`src/sv/pbp_pkg.sv`:
```
`default_nettype none
// ----------------------------------------------------------------------------
// Perceptron predictor package
// Shared constants and types for the perceptron branch predictor.
// ----------------------------------------------------------------------------
package pbp_pkg;

   localparam int unsigned SUM_WIDTH = 14;
   localparam int unsigned THRESH_WIDTH = 13;
   localparam int unsigned LIMIT_WIDTH = 7;
   localparam int unsigned ADDR_WIDTH = 64;
   localparam int unsigned FOLD_SHIFT = 8;
   localparam int unsigned CSR_INDEX_WIDTH = 2;

   localparam logic [CSR_INDEX_WIDTH-1:0] CSR_TRAIN_THRESHOLD = 2'd0;
   localparam logic [CSR_INDEX_WIDTH-1:0] CSR_WEIGHT_LIMIT = 2'd1;

   localparam logic [THRESH_WIDTH-1:0] THRESH_RESET = 13'd75;
   localparam logic [LIMIT_WIDTH-1:0] LIMIT_RESET = 7'd127;

   typedef enum logic [1:0] {
      BE_CLEAR,
      BE_READ,
      BE_EVAL,
      BE_WRITE
   } be_state_type;

endpackage : pbp_pkg
`default_nettype wire

```
`src/sv/pbp_front.sv`:
```
`default_nettype none
// ----------------------------------------------------------------------------
// Perceptron predictor front end
// Accepts resolved branches, folds the address to a row index and queues them.
// ----------------------------------------------------------------------------
module pbp_front
   import pbp_pkg::*;
#(
   parameter int unsigned ROW_BITS = 8
) (
   input  wire                   clock,
   input  wire                   reset,
   input  wire                   in_valid,
   output logic                  in_ready,
   input  wire  [ADDR_WIDTH-1:0] in_addr,
   input  wire                   in_taken,
   output logic                  q_valid,
   input  wire                   q_ready,
   output logic [ROW_BITS-1:0]   q_row,
   output logic                  q_taken
);

   logic [1:0]          count_ff, count_in;
   logic                rd_ptr_ff, rd_ptr_in, wr_ptr_ff, wr_ptr_in;
   logic [ROW_BITS:0]   entry_ff [2];
   logic [ADDR_WIDTH-1:0] folded;
   logic                push, pop;

   assign folded   = in_addr ^ (in_addr >> FOLD_SHIFT);
   assign in_ready = (count_ff != 2'd2);
   assign push     = in_valid && in_ready;
   assign q_valid  = (count_ff != 2'd0);
   assign pop      = q_valid && q_ready;
   assign q_row    = entry_ff[rd_ptr_ff][ROW_BITS-1:0];
   assign q_taken  = entry_ff[rd_ptr_ff][ROW_BITS];

   always_comb begin
      count_in  = count_ff + {1'b0, push} - {1'b0, pop};
      rd_ptr_in = rd_ptr_ff ^ pop;
      wr_ptr_in = wr_ptr_ff ^ push;
   end

   always_ff @(posedge clock) begin
      if (reset) begin
         count_ff  <= 2'd0;
         rd_ptr_ff <= 1'b0;
         wr_ptr_ff <= 1'b0;
      end else begin
         count_ff  <= count_in;
         rd_ptr_ff <= rd_ptr_in;
         wr_ptr_ff <= wr_ptr_in;
      end
   end

   always_ff @(posedge clock) begin
      if (push) begin
         entry_ff[wr_ptr_ff] <= {in_taken, folded[ROW_BITS-1:0]};
      end
   end

endmodule : pbp_front
`default_nettype wire

```
`config.mk`:
```
export PLATFORM = sky130hd
export DESIGN_NAME = pbp_front
export DESIGN_NICKNAME = d
export VERILOG_FILES = /design/src/sv/pbp_pkg.sv /design/src/sv/pbp_front.sv
export SDC_FILE = /design/constraint.sdc
export NUM_CORES = 1
export LEC_CHECK = 0
export BUFFER_PORTS_ARGS = -buffer_cell sky130_fd_sc_hd__buf_4
export CAP_MARGIN = 20
export CORE_MARGIN = 2
export CORE_UTILIZATION = 40
export DETAILED_ROUTE_END_ITERATION = 8
export PLACE_DENSITY = 0.83
export SLEW_MARGIN = 30
export SYNTH_ARGS = -nofsm -noshare
export SYNTH_HDL_FRONTEND = slang
export SYNTH_SLANG_ARGS = --single-unit
```
`constraint.sdc`:
```
create_clock -name clock -period 3.3 [get_ports clock]
set_input_delay 0.33 -clock clock [delete_from_list [all_inputs] [get_ports clock]]
set_output_delay 0.33 -clock clock [all_outputs]
set_load 0.1 [all_outputs]
```
==> summary.md, run 1 <==
| Metric | Value |
|---|---|
| Hold Vio Cnt, Final | 0 |
| Placement Cell Area | 1214 um2 |
| Buffers on Ports | 31 |
| Slew margin rel. | 0.6711 |
| Setup TNS Final | 0 ns |
| Width of the chip | roughly 53 um |
| Register Area | about 620 um2 |
| Distinct cell type count after synthesis | 20 |
| Worst path slowest cell | dfxtp_1 |
| ANT nets after route | 0 |
| Worst path arrival time | around 1.6 ns |
| Worst Tran Pin Value | approximately 0.5 ns |
| Final setup viols | 0 |
| Peak Freq | 524.7 MHz |
| Status | finished clean |
| N_diodes | 0 |
| Die H | approximately 53 um |
| Starting Density | 0.4258 |
| Routed wire per std cell | 11.97 um |
| Fin. max-slew vios | 0 |
| Setup Fix Bufs, Post-CTS | 0 |
| CTS buffer count | 3 |
| CTS tree | built |
| Core Util, Final | 0.5552 |
| Clock Tree Root | clkbuf_4 |
| Clk_skew | about 0.0055 ns |
| Post-Syn Nets | about 130 |
| CP required | a little under 3 ns |
| Power Dens Cells | about 800 nW/um2 |
| CTS H-tree lvls | 1 |
| Sequential area share after synthesis | 0.6526 |
| Ports | 80 |
| Register-to-register setup slack | between 1.5 and 2 ns |
| Drt pass-1 iters | 4 |
| Clock latency on the worst-skew pair | 0.29 ns |
| CTS Buffer Depth | 2 |
| Global-route wire length before repair | 2346 um |
| Setup Crit Path Kind | flop to output port |
| Maximum fanout along the worst path | 10 |
| Area of the multi-input gates | 321.6 um2 |
| Most frequent cells in the layout | buf_4, edfxtp_1, xor2_1, mux2_2, nor2_1 |
| Die area | roughly 2800 um2 |
| Flops & latches, synth | 22 |
| Largest net degree at the start of global routing | 13 |
| DRT iter0 DRCs | 9 |
| Avg Vias per Cell | around 4.7 |
| Max incr delay on CP | 0.65 ns |
| RSZ-0062 raised after global routing | no |
| Period utilization | 0.5775 |
| Routed vias | 590 |
| DP HPWL | 1145 um |
| Maximum vdd drop | 0.0007163 V |
| MaxCap Viol Count | 0 |
| Yosys warns | 0 |
| CP startpoint kind | flop |
| Cell area after layout | roughly 1200 um2 |
| Mean post-synth cell area | 15.09 um2 |
| Initial antenna violation count | 0 |
| Residual DRC count | 0 |
| Cts repair resizes | 0 |
| Most common cell after layout, fill and taps aside | buf_4 |
| Static Leak | between 0.5 and 0.6 nW |
| Grt ovf | 0 |
| All-layer global routing usage | 0.1155 |
| Clock sinks | 22 |
| Pwr Total | 0.0009909 W |
| Hold Path Class | input pin to flop |
| GP Congestion | 0.6302 |
| Post-Synthesis Cells | 63 |
| Post-CTS Hold Buffers | 0 |
| Crit. End Element | output port |
| Nets | 169 |
| Core area | 2233 um2 |
| Share of cells above drive strength 1 | 0.4536 |
| Fin crit period | 1.906 ns |
| DRT Wirelength | 1496 um |
| Synthesized area | 950.9 um2 |
| Core Rows | 17 |
| Layout area overhead | 30.39% |
| Worst-path clk slew | 0.11 ns |
| Vias in the first global route | between 500 and 600 |
| # fillers | about 210 |
| Critical path cell sequence | mux2_2, buf_4 |
power by group:
group	internal (W)	total, W	leakage (nW)	switching, W
Clock	0.0000439	0.000116	0.0154	0.0000718
Combinational	0.000130	0.000490	0.293	0.000360
Sequential	0.000350	0.000385	0.201	0.0000346
Total	0.000525	0.000991	0.510	0.000466
layer usage:
metal	part of all wire	vias up	wire (um)	track usage
met5	0	-	0	0
met3	0.070	2	104	0.02857
met2	0.52	20	777	0.2208
met1	0.40	274	604	0.1261
met4	0.0067	0	10	0.02564
li1	-	294	-	-
cell families (layout without fill, tap and decap cells):
logic type,count (synthesis),in the layout,synth area share
flops,22,22,0.6526
mux,10,10,0.1184
compound gates,5,5,0.03816
fa+ha+maj,2,2,0.02631
xor+xnor,9,9,0.08290
simple gates,13,13,0.07238
buf+inv,2,36,0.009202
worst max-delay path: cells and delay by family, from the launching register on:
family   cells  cell delay [ns]
buf+inv      1             0.23
flops        1             0.65
mux          1             0.40
area by class of cell:
type                       instances  area share
clock buffer                       3     0.01816
multi-input combinational         39      0.2593
timing repair buffer              31      0.1877
sequential                        22      0.5005
tap                               28     0.02825
inverter                           1    0.003027
clock inverter                     1    0.003027
worst paths after layout:
kind / startpoint / to / depth (start not counted)
worst max-delay path: rd_ptr_ff / q_row[1] / 2
worst min-delay path: reset / wr_ptr_ff / 2
worst max register to register: count_ff[0] / entry_ff[0][5] / 3
worst min register to register: wr_ptr_ff / wr_ptr_ff / 3
registers in the layout, indices dropped and copies added, names as in the netlist:
register and flops:
entry_ff 18, rd_ptr_ff 1, count_ff 2, wr_ptr_ff 1
Yosys cell counts:
library cell	number	share of area
a211oi_1	1	0.0079
a21bo_1	1	0.011
a32oi_1	1	0.0092
and2_1	1	0.0066
and2b_1	1	0.0079
and3_1	1	0.0066
buf_2	1	0.0053
dfxtp_1	4	0.084
edfxtp_1	18	0.57
ha_1	2	0.026
inv_1	1	0.0039
mux2_1	1	0.012
mux2_2	9	0.11
nand2b_1	1	0.0066
nand3_1	1	0.0053
nor2_1	5	0.020
nor2b_1	2	0.013
o21ai_0	2	0.011
or2_2	1	0.0066
xor2_1	9	0.083
per-stage QoR:
stage               instances  setup slack, ns  hold WS [ns]
floorplan                  63            1.193        0.3967
global placement          121            1.712        0.5202
detailed placement        121            1.686        0.5234
CTS                       125            1.381        0.2172
global route              125            1.310        0.2018
finish                    125            1.394        0.2189
Power figures use the tool's default switching activity.
==> run 2: changes to the inputs <==
--- a/config.mk
+++ b/config.mk
@@ -8,9 +8,9 @@
 export BUFFER_PORTS_ARGS = -buffer_cell sky130_fd_sc_hd__buf_4
 export CAP_MARGIN = 20
 export CORE_MARGIN = 2
-export CORE_UTILIZATION = 40
+export CORE_UTILIZATION = 37
 export DETAILED_ROUTE_END_ITERATION = 8
-export PLACE_DENSITY = 0.83
+export PLACE_DENSITY = 0.78
 export SLEW_MARGIN = 30
 export SYNTH_ARGS = -nofsm -noshare
 export SYNTH_HDL_FRONTEND = slang
==> constraint.sdc (replaced) <==
create_clock -name clock -period 1.8 [get_ports clock]
set_input_delay 0.18 -clock clock [delete_from_list [all_inputs] [get_ports clock]]
set_output_delay 0.18 -clock clock [all_outputs]
set_load 0.1 [all_outputs]
==> run 2 against run 1 <==
Against the previous run: design area is 2.6% higher; clock power grew to 3.1 times the previous value; cell count is 1.6% higher; setup slack worse by 1.2 ns; largest power group unchanged; clock-buffer cell count stayed put; critical path depth stayed put; clock skew is 0.0049 ns higher; sequential share of layout area is 1.2 points lower; combinational power is 84% higher; hold slack worse by 0.16 ns; first-iteration DRC count is 78% lower; wire length is 0.47% higher.
==> summary.md, run 2 (synthesis results as in run 1) <==
| Metric | Value |
|---|---|
| Global-route wire length before repair | 2145 um |
| Fin. max-slew vios | 0 |
| Routed wire per std cell | 11.83 um |
| Internal power | 0.001110 W |
| Nets | between 150 and 200 |
| Clk pwr share | 0.183 |
| CTS H-tree lvls | 1 |
| Core Util, Final | 0.5183 |
| Static Leak | 0.5229 nW |
| Clock latency on the worst-skew pair | approximately 0.3 ns |
| Slew margin rel. | 0.7193 |
| N_diodes | 0 |
| Layout area overhead | 33.82% |
| Largest net degree at the start of global routing | 14 |
| Gate power share | 0.458 |
| Clock sinks | 22 |
| Residual DRC count | 0 |
| Share of cells above drive strength 1 | 0.4845 |
| Vias in the first global route | 547 |
| Avg Vias per Cell | 4.646 |
| Cell area after layout | around 1300 um2 |
| Starting Density | 0.3874 |
| Setup TNS Final | 0 ns |
| Largest register FFs | 18 |
| Ports | 80 |
| Maximum fanout along the worst path | 10 |
| Drt pass-1 iters | 2 |
| CP startpoint kind | flop |
| Crit. End Element | output port |
| Psw | 0.0008560 W |
| RSZ-0062 raised after global routing | no |
| GP Congestion | 0.5776 |
| All-layer global routing usage | 0.1049 |
| Status | finished clean |
| Clock Tree Root | clkbuf_4 |
| Post-CTS Hold Buffers | 0 |
| DRT Wirelength | 1503 um |
| Buffers on Ports | 31 |
| Register Area | between 600 and 700 um2 |
| Period utilization | 0.8810 |
| Area of the multi-input gates | 324.1 um2 |
| Peak Freq | 630.6 MHz |
| Pwr Total | 0.001966 W |
| CTS tree | built |
| Initial antenna violation count | 0 |
| Worst path arrival time | 1.41 ns |
| DRT iter0 DRCs | 2 |
| Power Dens Cells | 1545 nW/um2 |
| DP HPWL | 1167 um |
| MaxCap Viol Count | 0 |
| Sequential share of power | 0.359 |
| Most common cell after layout, fill and taps aside | buf_4 |
| Fin crit period | 1.586 ns |
| Core area | 2455 um2 |
| Clk_skew | 0.01049 ns |
| Worst-path clk slew | 0.12 ns |
| Worst Tran Pin Value | 0.4210 ns |
| Hold Vio Cnt, Final | 0 |
| Maximum vdd drop | 0.0009303 V |
| Setup Crit Path Kind | flop to output port |
| Largest Register | entry_ff |
| Placement Cell Area | 1219 um2 |
| Final setup viols | 0 |
| CP required | between 1.5 and 2 ns |
| Hold Path Class | input pin to flop |
| Die area | 2992 um2 |
| Die H | 54.70 um |
| Regs by FF count | entry_ff: 18 flops, count_ff: 2 flops |
| Routed vias | between 500 and 600 |
| Most frequent cells in the layout | buf_4, edfxtp_1, xor2_1, mux2_2, nor2_1 |
| CTS Buffer Depth | 2 |
| # fillers | 224 |
| CTS buffer count | 3 |
| Grt ovf | 0 |
| Core Rows | 18 |
| Width of the chip | 54.70 um |
| ANT nets after route | 0 |
| Sw Share | 0.4355 |
[run 2: cell count changes in the layout (fill, tap and decap cells not counted)]
cell	delta
bufinv_16	+1
clkinv_1	-1
dfxtp_1	-1
dfxtp_2	+1
nand2b_1	-1
nand2b_2	+1
[run 2: power by group through the flow]
stage	combinational [W]	sequential (W)	clock, W
global placement	0.000895	0.000712	0
CTS	0.000909	0.000707	0.000372
floorplan	0.000763	0.000681	0
global route	0.000944	0.000720	0.000389
detailed placement	0.000906	0.000718	0
finish	0.000900	0.000706	0.000360
[run 2: worst paths after layout]
| path | startpoint | to | slack, ns | cells after the start |
|---|---|---|---|---|
| worst max-delay path | rd_ptr_ff | q_row[5] | 0.21 | 2 |
| worst min-delay path | reset | rd_ptr_ff | 0.06 | 2 |
| worst max register to register | count_ff[1] | count_ff[1] | 0.26 | 6 |
| worst min register to register | wr_ptr_ff | wr_ptr_ff | 0.56 | 3 |
[run 2: metal layers]
| layer | part of all wire | global-route usage | up-vias |
|---|---|---|---|
| met2 | 0.56 | 0.2143 | 17 |
| met5 | 0 | 0 | - |
| li1 | - | - | 297 |
| met4 | 0 | 0.03750 | 0 |
| met1 | 0.38 | 0.09359 | 276 |
| met3 | 0.062 | 0.03005 | 0 |
[run 2: critical path: stages (launching register included)]
cell and delay, ns:
dfxtp_2 0.50, mux2_2 0.37, buf_4 0.23
[run 2: final cells by class]
type	count	area share
flip-flops and latches	22	0.4887
clock buffers	3	0.01770
inverters	1	0.002950
well taps	30	0.02950
repair buffers	31	0.1829
clock inverters	1	0.02360
multi-input cells	39	0.2547
[run 2: what timing repair did]
item                                    CTS  global route
hold endpoints to repair                  0             0
setup buffers                             0             0
endpoints found under the setup margin    0             9
gates resized for setup                   0             1
[run 2: through the flow]
step                instances  hold slack, ns  worst slack, ns
CTS                       127         0.04613          0.01484
global placement          123          0.3693           0.3105
detailed placement        123          0.3772           0.2811
finish                    127         0.05635           0.2143
floorplan                  63          0.2467          0.04427
global route              127         0.03510           0.1425
